===== config.mk =====
export PLATFORM = sky130hd
export DESIGN_NAME = lru_page_replacement
export DESIGN_NICKNAME = d
export VERILOG_FILES = /design/src/sv/lrp_pkg.sv /design/src/sv/lru_page_replacement.sv /design/src/sv/lrp_cell.sv /design/src/sv/lrp_sat_counter.sv
export SDC_FILE = /design/constraint.sdc
export NUM_CORES = 1
export LEC_CHECK = 0
export ABC_AREA = 1
export BUFFER_PORTS_ARGS = -buffer_cell sky130_fd_sc_hd__buf_2
export CAP_MARGIN = 20
export CELL_PAD_IN_SITES_DETAIL_PLACEMENT = 1
export CELL_PAD_IN_SITES_GLOBAL_PLACEMENT = 1
export CORE_MARGIN = 2
export CORE_UTILIZATION = 25
export CTS_BUF_LIST = sky130_fd_sc_hd__clkbuf_4 sky130_fd_sc_hd__clkbuf_8
export CTS_CLUSTER_SIZE = 14
export DETAILED_ROUTE_END_ITERATION = 8
export PLACE_DENSITY_LB_ADDON = 0.1
export RECOVER_POWER = 100
export SKIP_CTS_REPAIR_TIMING = 1
export SLEW_MARGIN = 40
export SYNTH_ARGS = -nofsm -noshare
export SYNTH_HDL_FRONTEND = slang
export SYNTH_HIERARCHICAL = 1
export SYNTH_SLANG_ARGS = --single-unit

===== constraint.sdc =====
create_clock -name clk -period 3.32 [get_ports clk]
set_input_delay 0.332 -clock clk [delete_from_list [all_inputs] [get_ports clk]]
set_output_delay 0.332 -clock clk [all_outputs]
set_load 0.02 [all_outputs]

===== src/sv/lrp_pkg.sv =====
package lrp_pkg;

  localparam int CNT_W = 32;
  localparam int CFG_W = 5;
  localparam int IN_PAGE_W = 16;
  localparam int OUT_COUNT_W = 5;
  localparam logic [CFG_W-1:0] FRAMES_RESET = 5'd16;

  typedef struct packed {
    logic hit;
    logic evict;
  } cell_cmd_t;

endpackage


===== src/sv/lru_page_replacement.sv =====
// channel   direction  beat                 handshake
// in        input      page_number          in_valid / in_stall
// out       output     was_hit .. misses    out_valid / out_stall
// cfg       input      frames_in_use        cfg_we / cfg_wdata
//
// one reference per cycle while in_stall is low; the result is registered and appears in the cycle after acceptance
// the rate is set by the cell row: all cells compare and shift together in the same cycle
// in_stall rises only while a result waits under out_stall
// synchronous reset empties the row, clears totals and sets 16 frames
module lru_page_replacement #(
  parameter int FRAMES    = 16,
  parameter int PAGE_BITS = 16
) (
  input  logic                              clk,
  input  logic                              rst,
  input  logic                              in_valid,
  output logic                              in_stall,
  input  logic [lrp_pkg::IN_PAGE_W-1:0]     page_number,
  output logic                              out_valid,
  input  logic                              out_stall,
  output logic                              was_hit,
  output logic                              did_evict,
  output logic [lrp_pkg::IN_PAGE_W-1:0]     evicted_page,
  output logic [lrp_pkg::OUT_COUNT_W-1:0]   resident_count,
  output logic [lrp_pkg::CNT_W-1:0]         total_hits,
  output logic [lrp_pkg::CNT_W-1:0]         total_misses,
  input  logic                              cfg_we,
  input  logic [lrp_pkg::CFG_W-1:0]         cfg_wdata
);

  localparam int OCC_W = $clog2(FRAMES + 1);

  logic [lrp_pkg::CFG_W-1:0] frames_in_use;
  logic [OCC_W-1:0]          occupancy;
  logic [OCC_W-1:0]          occupancy_next;
  logic [31:0]               cap;
  logic                      step;
  logic [PAGE_BITS-1:0]      key;
  lrp_pkg::cell_cmd_t        cmd;
  logic [PAGE_BITS-1:0]      cell_page [FRAMES];
  logic [PAGE_BITS-1:0]      cell_tail [FRAMES];
  logic [FRAMES-1:0]         valid_vec;
  logic [FRAMES-1:0]         match_vec;
  logic [FRAMES-1:0]         hit_from;
  logic [PAGE_BITS-1:0]      tail_word;

  assign in_stall = out_valid && out_stall;
  assign step     = in_valid && !in_stall;
  assign key      = PAGE_BITS'(page_number);

  always_ff @(posedge clk) begin
    if (rst) begin
      frames_in_use <= lrp_pkg::FRAMES_RESET;
    end else if (cfg_we) begin
      frames_in_use <= cfg_wdata;
    end
  end

  always_comb begin
    if (frames_in_use == '0) begin
      cap = 32'd1;
    end else if (32'(frames_in_use) > 32'(FRAMES)) begin
      cap = 32'(FRAMES);
    end else begin
      cap = 32'(frames_in_use);
    end
  end

  always_comb begin
    for (int i = 0; i < FRAMES; i++) begin
      hit_from[i] = (match_vec >> i) != '0;
    end
  end

  always_comb begin
    tail_word = '0;
    for (int i = 0; i < FRAMES; i++) begin
      tail_word = tail_word | cell_tail[i];
    end
  end

  assign cmd.hit   = |match_vec;
  assign cmd.evict = !cmd.hit && (32'(occupancy) >= cap);

  always_comb begin
    occupancy_next = occupancy;
    if (!cmd.hit && !cmd.evict) begin
      occupancy_next = occupancy + 1'b1;
    end
  end

  for (genvar i = 0; i < FRAMES; i++) begin : g_cell
    logic [PAGE_BITS-1:0] prev_page;
    logic                 prev_valid;
    logic                 next_valid;

    if (i == 0) begin : g_head
      assign prev_page  = key;
      assign prev_valid = 1'b1;
    end else begin : g_body
      assign prev_page  = cell_page[i-1];
      assign prev_valid = valid_vec[i-1];
    end

    if (i == FRAMES - 1) begin : g_tail
      assign next_valid = 1'b0;
    end else begin : g_mid
      assign next_valid = valid_vec[i+1];
    end

    lrp_cell #(
      .PAGE_BITS(PAGE_BITS)
    ) u_cell (
      .clk       (clk),
      .rst       (rst),
      .step      (step),
      .cmd       (cmd),
      .key       (key),
      .prev_page (prev_page),
      .prev_valid(prev_valid),
      .next_valid(next_valid),
      .hit_from  (hit_from[i]),
      .page      (cell_page[i]),
      .valid     (valid_vec[i]),
      .match     (match_vec[i]),
      .tail_page (cell_tail[i])
    );
  end

  always_ff @(posedge clk) begin
    if (rst) begin
      occupancy <= '0;
      out_valid <= 1'b0;
    end else begin
      if (step) begin
        occupancy <= occupancy_next;
      end
      if (step) begin
        out_valid <= 1'b1;
      end else if (!out_stall) begin
        out_valid <= 1'b0;
      end
    end
  end

  always_ff @(posedge clk) begin
    if (step) begin
      was_hit      <= cmd.hit;
      did_evict    <= cmd.evict;
      evicted_page <= cmd.evict ? lrp_pkg::IN_PAGE_W'(tail_word) : '0;
    end
  end

  assign resident_count = lrp_pkg::OUT_COUNT_W'(occupancy);

  lrp_sat_counter u_hits (
    .clk  (clk),
    .rst  (rst),
    .inc  (step && cmd.hit),
    .count(total_hits)
  );

  lrp_sat_counter u_misses (
    .clk  (clk),
    .rst  (rst),
    .inc  (step && !cmd.hit),
    .count(total_misses)
  );

`ifndef SYNTHESIS
  a_occ_bound: assert property (@(posedge clk) disable iff (rst)
    32'(occupancy) <= 32'(FRAMES))
    else $error("occupancy above frame count");

  a_valid_count: assert property (@(posedge clk) disable iff (rst)
    $countones(valid_vec) == 32'(occupancy))
    else $error("valid cells disagree with occupancy");

  a_single_match: assert property (@(posedge clk) disable iff (rst)
    $onehot0(match_vec))
    else $error("page resident in more than one cell");

  a_evict_keeps_occ: assert property (@(posedge clk) disable iff (rst)
    step && cmd.evict |=> $stable(occupancy) && did_evict && !was_hit)
    else $error("eviction changed occupancy or result flags");

  a_head_valid: assert property (@(posedge clk) disable iff (rst)
    step |=> valid_vec[0] && (cell_page[0] == $past(key)))
    else $error("referenced page not most recent");
`endif

endmodule


===== src/sv/lrp_cell.sv =====
module lrp_cell #(
  parameter int PAGE_BITS = 16
) (
  input  logic                  clk,
  input  logic                  rst,
  input  logic                  step,
  input  lrp_pkg::cell_cmd_t    cmd,
  input  logic [PAGE_BITS-1:0]  key,
  input  logic [PAGE_BITS-1:0]  prev_page,
  input  logic                  prev_valid,
  input  logic                  next_valid,
  input  logic                  hit_from,
  output logic [PAGE_BITS-1:0]  page,
  output logic                  valid,
  output logic                  match,
  output logic [PAGE_BITS-1:0]  tail_page
);

  logic shift;

  // take the neighbor's entry when this slot lies inside the moved span
  always_comb begin
    if (cmd.hit) begin
      shift = hit_from;
    end else if (cmd.evict) begin
      shift = valid;
    end else begin
      shift = prev_valid;
    end
  end

  assign match     = valid && (page == key);
  assign tail_page = (valid && !next_valid) ? page : '0;

  always_ff @(posedge clk) begin
    if (rst) begin
      valid <= 1'b0;
    end else if (step && shift) begin
      valid <= prev_valid;
    end
  end

  always_ff @(posedge clk) begin
    if (step && shift) begin
      page <= prev_page;
    end
  end

endmodule


===== src/sv/lrp_sat_counter.sv =====
module lrp_sat_counter (
  input  logic                      clk,
  input  logic                      rst,
  input  logic                      inc,
  output logic [lrp_pkg::CNT_W-1:0] count
);

  always_ff @(posedge clk) begin
    if (rst) begin
      count <= '0;
    end else if (inc && (count != '1)) begin
      count <= count + 1'b1;
    end
  end

endmodule


==> insert_results.sql, run 1 <==
INSERT INTO impl_metrics (metric_group, metric, value, unit) VALUES
('worst_setup_path', 'arrival_time_at_the_worst_endpoint', '3.66', 'ns'),
('worst_setup_path', 'critical_path.max_stage_delay', '0.43', 'ns'),
('worst_setup_path', 'maximum_net_fanout_on_the_critical_path', '4', ''),
('grt', 'number_of_antenna_violations_at_the_first_check_in_global_routing', '1', ''),
('floorplan', 'site_row_count', '110', ''),
('final_layout', 'final-seq-area', '10000', 'um^2'),
('place', 'place.port_buffers', '114', ''),
('sta', 'fmax', '0.322', 'GHz'),
('yosys', 'postSynth.asyncResetShare', '0', ''),
('place', 'weighted_congestion_at_the_end_of_routability_driven_global_placement', '0.823', ''),
('sta', 'period_share', '0.936', ''),
('route', 'drc', '0', ''),
('final_layout', 'area_growth', '19.6', '%'),
('final_layout', 'post-route-util', '0.301', ''),
('sta', 'setup_repair_after_global_routing_missed_its_margin', 'no', ''),
('route', 'postRouteAntennaNets', '0', ''),
('sta', 'final-hold-violation-count', '0', ''),
('clocking', 'cts-htree-levels', '3', ''),
('floorplan', 'io_pins', '115', ''),
('grt', 'grt_start_max_net_pins', '42', ''),
('grt', 'globalRoute.totalOverflow', '0', ''),
('route', 'dr_pass1_iterations', '5', ''),
('clocking', 'clkSlewWorstSetupHoldPaths', '0.06', 'ns'),
('worst_setup_path', 'worst_setup_path_end_kind', 'flip-flop', ''),
('sta', 'whs', '0.00865', 'ns'),
('sta', 'tns', '0', 'ns'),
('sta', 'final.setup_skew', '0.0268', 'ns'),
('final_layout', 'multiInputGateArea', '9880', 'um^2'),
('sta', 'slew_headroom', '0.511', ''),
('yosys', 'ys_types', '42', ''),
('pwr', 'max-vdd-ir-drop', '0.216', 'mV'),
('route', 'first_iter_violations', '819', ''),
('worst_setup_path', 'cp_slowest_cell', 'edfxtp_1', ''),
('sta', 'fin_crit', '3.11', 'ns'),
('yosys', 'synth_sequential_area_ratio', '0.444', ''),
('yosys', 'synth_enable_flop_cells', '274', ''),
('yosys', 'ys.warnings.count', '6', ''),
('grt', 'number_of_global_route_vias_before_repair', '20200', ''),
('yosys', 'synthMostInstantiatedCell', 'nand2_1', ''),
('worst_setup_path', 'crit_required', '3.88', 'ns'),
('clocking', 'cts_max_path_buffers', '3', ''),
('worst_setup_path', 'crit_path_frequent_cell', 'nor2_1', ''),
('floorplan', 'die-width', '305', 'um'),
('yosys', 'ys_ff_latch', '365', ''),
('worst_setup_path', 'crit_path_cell_trace', 'o22ai_1 -> nor2_1 -> nand3_1 -> nor2_1 -> nor2_1 -> nand4_2 -> nor2_4 -> buf_4 -> nand2_2 -> inv_2 -> inv_2 -> nor2_2 -> nand2_1 -> inv_2 -> nand2_1 -> nor2_1 -> nand3_1 -> nand2_1 -> nor2_1', ''),
('floorplan', 'die_area', '92900', 'um^2'),
('grt', 'grt_first_pass_wirelength', '124', 'mm'),
('clocking', 'cts_tree', 'built', ''),
('floorplan', 'floorplan.initialDensity', '0.252', ''),
('grt', 'groute.usage.overall', '0.174', ''),
('yosys', 'netlist_area', '22600', 'um^2'),
('yosys', 'synth_ff_type', 'edfxtp_1', ''),
('final_layout', 'design.final.nets', '3208', ''),
('yosys', 'netlist.area_leader.share', '0.364', ''),
('worst_setup_path', 'critPathLaunchType', 'flip-flop', ''),
('clocking', 'tritoncts_num_sinks', '365', ''),
('clocking', 'tritoncts.num_buffers', '79', ''),
('floorplan', 'fp.dieH', '305', 'um'),
('clocking', 'worstSkewPairLatency', '0.68', 'ns'),
('place', 'hpwl', '62.9', 'mm'),
('yosys', 'yosys.area.top_type', 'edfxtp_1', ''),
('route', 'drt-wirelength-per-cell', '18.5', 'um'),
('run', 'drv.max_cap_violation_count', '0', ''),
('worst_setup_path', 'worst-setup-path-type', 'flip-flop to flip-flop', ''),
('sta', 'setup_viol', '0', ''),
('floorplan', 'fp.coreArea', '89900', 'um^2'),
('pwr', 'powerDensity', '403', 'nW/um^2'),
('route', 'viasPerCell', '4.35', ''),
('final_layout', 'layout-drive-gt1-share', '0.182', ''),
('hold_path', 'worst_hold_path_type', 'primary input to flip-flop', ''),
('run_status', 'run_status', 'finished, final reports clean', '');
path summary, 6_finish.rpt:
path | from | endpoint | slack [ns] | cells after the start
max | g_cell[9].u_cell/page[11] | u_misses/count[25] | 0.21 | 19
min | cfg_we | frames_in_use[3] | 0.009 | 3
max reg2reg | g_cell[9].u_cell/page[11] | u_misses/count[25] | 0.21 | 19
min reg2reg | g_cell[9].u_cell/page[1] | g_cell[10].u_cell/page[1] | 0.45 | 0
per-stage QoR:
step	instance area (um^2)	instances	worst slack [ns]
floorplan	22600	2841	0.00975
global placement	25800	4257	-0.266
detailed placement	25800	4257	-0.285
CTS	27300	4396	-0.0579
global route	27100	4409	0.00252
finish	27100	4409	0.213
routing by layer:
layer	vias to the layer above	track usage	routed length (um)
li1	9543	-	-
met1	9259	0.231	38400
met2	281	0.289	38200
met3	112	0.0305	2780
met4	0	0.0534	2350
met5	-	0	0
flip-flops by register name, summed over array words and instances, names as in the netlist:
| name | cells |
|---|---|
| g_cell.u_cell/page | 256 |
| evicted_page | 16 |
| frames_in_use | 5 |
| was_hit | 1 |
| g_cell.u_cell/valid | 16 |
| resident_count | 5 |
| did_evict | 1 |
| u_hits/count | 32 |
| out_valid | 1 |
| u_misses/count | 32 |
where the power goes:
| group | internal, W | leakage [nW] | switching (W) |
|---|---|---|---|
| sequential | 0.00492 | 3.22 | 0.0000403 |
| clock | 0.00277 | 0.812 | 0.00231 |
| combinational | 0.000296 | 7.85 | 0.000566 |
kinds of logic after synthesis:
logic type / Yosys count / share of synthesized area
fa+ha+maj: 8 / 0.00442
compound gates: 190 / 0.0521
flops: 365 / 0.444
xor+xnor: 49 / 0.0190
buf+inv: 597 / 0.120
simple gates: 1629 / 0.360
other cells: 2 / 0.000332
cell usage in the layout (no fill, tap or decap), types with 12 or more instances in the layout:
| cell type | instances |
|---|---|
| edfxtp_1 | 274 |
| clkbuf_4 | 34 |
| nor2_4 | 175 |
| clkbuf_8 | 87 |
| nand2_1 | 739 |
| clkbuf_1 | 105 |
| buf_12 | 14 |
| a41oi_1 | 12 |
| a21oi_1 | 43 |
| buf_4 | 119 |
| xor2_1 | 48 |
| nor4_1 | 64 |
| buf_6 | 16 |
| nor2_1 | 439 |
| o21ai_0 | 51 |
| nor3_1 | 24 |
| dfxtp_1 | 91 |
| buf_2 | 25 |
| inv_1 | 516 |
| nand2_2 | 16 |
| clkinv_1 | 22 |
| inv_2 | 21 |
| nand3_1 | 74 |
| or2_1 | 18 |
| o21ai_1 | 18 |
| o22ai_1 | 26 |
| a21boi_0 | 16 |
| nand4_1 | 28 |
| nor2_2 | 19 |
area by class of cell:
cell class,count,share of cell area
Clock buffer,114,0.0517
Sequential cell,365,0.371
Timing Repair Buffer,301,0.0765
Antenna cell,1,0.0000924
Clock inverter,25,0.00531
Tap cell,1176,0.0543
Inverter,548,0.0762
Multi-Input combinational cell,1879,0.365
critical path: cells and delay by family, from the launching register on:
family / cells / cell delay (ns)
buf+inv: 4 / 0.45
compound gates: 1 / 0.42
flops: 1 / 0.43
simple gates: 14 / 1.68
No activity file was read; power rests on OpenSTA's default activity.
==> run 2: changes to the inputs <==
--- a/config.mk
+++ b/config.mk
@@ -14,6 +14,6 @@
 export CORE_UTILIZATION = 25
 export CTS_BUF_LIST = sky130_fd_sc_hd__clkbuf_4 sky130_fd_sc_hd__clkbuf_8
-export CTS_CLUSTER_SIZE = 14
 export DETAILED_ROUTE_END_ITERATION = 8
+export GPL_TIMING_DRIVEN = 1
 export PLACE_DENSITY_LB_ADDON = 0.1
 export RECOVER_POWER = 100
==> constraint.sdc (replaced) <==
create_clock -name clk -period 3.32 [get_ports clk]
set_input_delay 0.498 -clock clk [delete_from_list [all_inputs] [get_ports clk]]
set_output_delay 0.498 -clock clk [all_outputs]
set_load 0.02 [all_outputs]
==> insert_results.sql, run 2 (synthesis results as in run 1) <==
INSERT INTO impl_metrics (metric_group, metric, value, unit) VALUES
('run_status', 'run_status', 'finished, final reports clean', ''),
('final_layout', 'final_design_area_no_fill', '27800', 'um^2'),
('floorplan', 'fp.dieH', '305', 'um'),
('hold_path', 'worst_hold_path_type', 'primary input to flip-flop', ''),
('place', 'weighted_congestion_at_the_end_of_routability_driven_global_placement', '0.811', ''),
('route', 'dr_wl_met3', '2.66', 'mm'),
('clocking', 'cts_max_path_buffers', '3', ''),
('pwr', 'powerDensity', '402', 'nW/um^2'),
('clocking', 'tritoncts.num_buffers', '77', ''),
('final_layout', 'area_growth', '22.7', '%'),
('worst_setup_path', 'r2r_setup_slack', '0.23', 'ns'),
('place', 'place.port_buffers', '114', ''),
('clocking', 'clkSlewWorstSetupHoldPaths', '0.06', 'ns'),
('sta', 'timing_worst_slew_pin_value', '1.26', 'ns'),
('final_layout', 'final_common_cell', 'nand2_1', ''),
('grt', 'number_of_antenna_violations_at_the_first_check_in_global_routing', '2', ''),
('route', 'dr_wl_met2', '38.3', 'mm'),
('floorplan', 'io_pins', '115', ''),
('route', 'wl_met1', '38.5', 'mm'),
('worst_setup_path', 'critical_path.reg2reg.startpoint', 'frames_in_use[2]', ''),
('route', 'drt-wirelength-per-cell', '18.4', 'um'),
('clocking', 'cts_tree', 'built', ''),
('worst_setup_path', 'cp_slowest_cell', 'or4_1', ''),
('clocking', 'clk_root_buffer_cell', 'clkbuf_8', ''),
('clocking', 'tritoncts_num_sinks', '365', ''),
('worst_setup_path', 'worstRegToRegCells', '17', ''),
('run', 'drv.max_cap_violation_count', '0', ''),
('worst_setup_path', 'critical_path.max_stage_delay', '0.56', 'ns'),
('route', 'top_layer_used', 'met4', ''),
('final_layout', 'layout-drive-gt1-share', '0.230', ''),
('grt', 'grt_first_pass_wirelength', '125', 'mm'),
('place', 'post_dp_cell_area', '26000', 'um^2'),
('floorplan', 'die_area', '92900', 'um^2'),
('final_layout', 'final_cell_mix', '737 x nand2_1, 511 x inv_1, 437 x nor2_1', ''),
('worst_setup_path', 'arrival_time_at_the_worst_endpoint', '3.47', 'ns'),
('route', 'dr_pass1_iterations', '4', ''),
('pwr', 'cellLeakagePower', '12.6', 'nW'),
('sta', 'final.setup_skew', '0.0351', 'ns'),
('sta', 'fin_crit', '3.09', 'ns'),
('route', 'postRouteAntennaNets', '0', ''),
('clocking', 'worstSkewPairLatency', '0.69', 'ns'),
('route', 'drc', '0', ''),
('grt', 'groute.usage.overall', '0.175', ''),
('sta', 'setup_viol', '0', ''),
('grt', 'globalRoute.totalOverflow', '0', ''),
('sta', 'period_share', '0.931', ''),
('place', 'hpwl', '63.2', 'mm'),
('worst_setup_path', 'critical-path-top-delay-family', 'simple AND/OR/NAND/NOR gates', ''),
('hold_path', 'hold_path_startpoint', 'cfg_wdata[2]', ''),
('route', 'first_iter_violations', '796', ''),
('place', 'placedCellCount', '4282', ''),
('worst_setup_path', 'worst_setup_path_end_kind', 'flip-flop', ''),
('hold_path', 'min_path_cells', '3', ''),
('final_layout', 'largest_register_ffs', '256', ''),
('sta', 'finalMaxSlewViolations', '0', ''),
('floorplan', 'fp.coreArea', '89900', 'um^2'),
('worst_setup_path', 'maximum_net_fanout_on_the_critical_path', '17', ''),
('worst_setup_path', 'crit_path_cell_trace', 'or4_1 -> nand2_2 -> nand2_1 -> ha_1 -> nand2_1 -> nand2_1 -> nand2_1 -> nand2_1 -> nand2_1 -> nand3_2 -> nand2_2 -> clkinvlp_4 -> buf_12 -> o21ai_1 -> o21ai_2 -> inv_2 -> clkbuf_16', ''),
('worst_setup_path', 'cp_num_buf_inv', '4', ''),
('route', 'viasPerCell', '4.30', ''),
('route', 'totalWireLength', '81.6', 'mm'),
('worst_setup_path', 'critPathLaunchType', 'flip-flop', ''),
('final_layout', 'design.final.nets', '3228', ''),
('final_layout', 'max_flop_register', 'g_cell.u_cell/page', ''),
('route', 'dr_total_vias', '19100', ''),
('grt', 'grt_start_max_net_pins', '42', ''),
('worst_setup_path', 'worst-setup-path-type', 'flip-flop to flip-flop', ''),
('worst_setup_path', 'crit_required', '3.70', 'ns'),
('sta', 'fmax', '0.324', 'GHz'),
('grt', 'number_of_global_route_vias_before_repair', '20300', ''),
('floorplan', 'die-width', '305', 'um'),
('sta', 'slew_headroom', '0.161', ''),
('sta', 'final-hold-violation-count', '0', ''),
('worst_setup_path', 'crit_path_frequent_cell', 'nand2_1', ''),
('floorplan', 'site_row_count', '110', ''),
('final_layout', 'final.fill_count', '10800', ''),
('floorplan', 'floorplan.initialDensity', '0.252', ''),
('final_layout', 'top_regs', 'g_cell.u_cell/page x256, u_hits/count x32, u_misses/count x32', ''),
('pwr', 'max-vdd-ir-drop', '0.238', 'mV'),
('worst_setup_path', 'reg2reg_to', 'g_cell[15].u_cell/page[15]', ''),
('final_layout', 'finish.cell_count_without_fillers', '4431', ''),
('hold_path', 'end_point_of_the_most_critical_hold_path', 'frames_in_use[2]', ''),
('clocking', 'cts-htree-levels', '3', '');
## run 2: cell types whose count changed in the layout (fill, tap and decap cells not counted), moves of 8 or more
cell | previous run | this run
dlygate4sd3_1 | 10 | 0
buf_12 | 14 | 36
clkbuf_4 | 34 | 20
o21ai_0 | 51 | 60
buf_6 | 16 | 0
buf_2 | 25 | 113
o21ai_1 | 18 | 10
inv_2 | 21 | 32
clkbuf_1 | 105 | 1
buf_4 | 119 | 172
## run 2: where the power goes
group,internal [W],switching (W)
combinational,0.000335,0.000572
sequential,0.00492,0.0000417
clock,0.00292,0.00236
total,0.00817,0.00297
## run 2: area by class of cell
type,instances,area [um^2],share of cell area
Clock inverter,35,295,0.0106
Sequential cell,365,10000,0.362
Multi-Input combinational cell,1879,9970,0.359
Tap cell,1176,1470,0.0530
Timing Repair Buffer,323,2610,0.0939
Clock buffer,103,1290,0.0466
Inverter,548,2070,0.0744
Antenna cell,2,5.00,0.000180
## run 2: worst max path at each step
stage,cells past startpoint,endpoint,slack (ns),start
floorplan,17,g_cell[0].u_cell/page[0],0.01,frames_in_use[2]
global placement,23,u_misses/count[17],-0.38,page_number[11]
detailed placement,25,u_misses/count[17],-0.44,page_number[13]
CTS,24,u_misses/count[17],-0.06,g_cell[15].u_cell/page[9]
global route,23,u_hits/count[17],-0.009,g_cell[2].u_cell/page[11]
finish,17,g_cell[15].u_cell/page[15],0.23,frames_in_use[2]
## run 2: metrics by stage
stage | hold WS, ns | TNS (ns) | worst slack, ns | util | power [W]
2_1_floorplan | 0.426 | 0 | 0.00975 | - | 0.00550
3_3_place_gp | 0.433 | -73.51 | -0.380 | 0.289 | 0.00596
3_5_place_dp | 0.437 | -81.60 | -0.436 | 0.289 | 0.00597
4_1_cts | -0.0334 | -0.453 | -0.0597 | 0.307 | 0.0114
5_1_grt | 0.00762 | -0.0142 | -0.00904 | 0.309 | 0.0116
6_report | 0.0436 | 0 | 0.230 | 0.309 | 0.0111
## run 2: worst register-to-register path, cell delays in order (launching register included)
cell	delay, ns
dfxtp_1	0.33
or4_1	0.56
nand2_2	0.10
nand2_1	0.05
ha_1	0.29
nand2_1	0.08
nand2_1	0.05
nand2_1	0.05
nand2_1	0.06
nand2_1	0.07
nand3_2	0.08
nand2_2	0.11
clkinvlp_4	0.13
buf_12	0.17
o21ai_1	0.19
o21ai_2	0.10
inv_2	0.16
clkbuf_16	0.20
## run 2: layer usage
| metal | vias up | global-route usage |
|---|---|---|
| met5 | - | 0 |
| met4 | 0 | 0.0478 |
| met3 | 118 | 0.0296 |
| met2 | 254 | 0.294 |
| met1 | 9106 | 0.232 |
| li1 | 9585 | - |
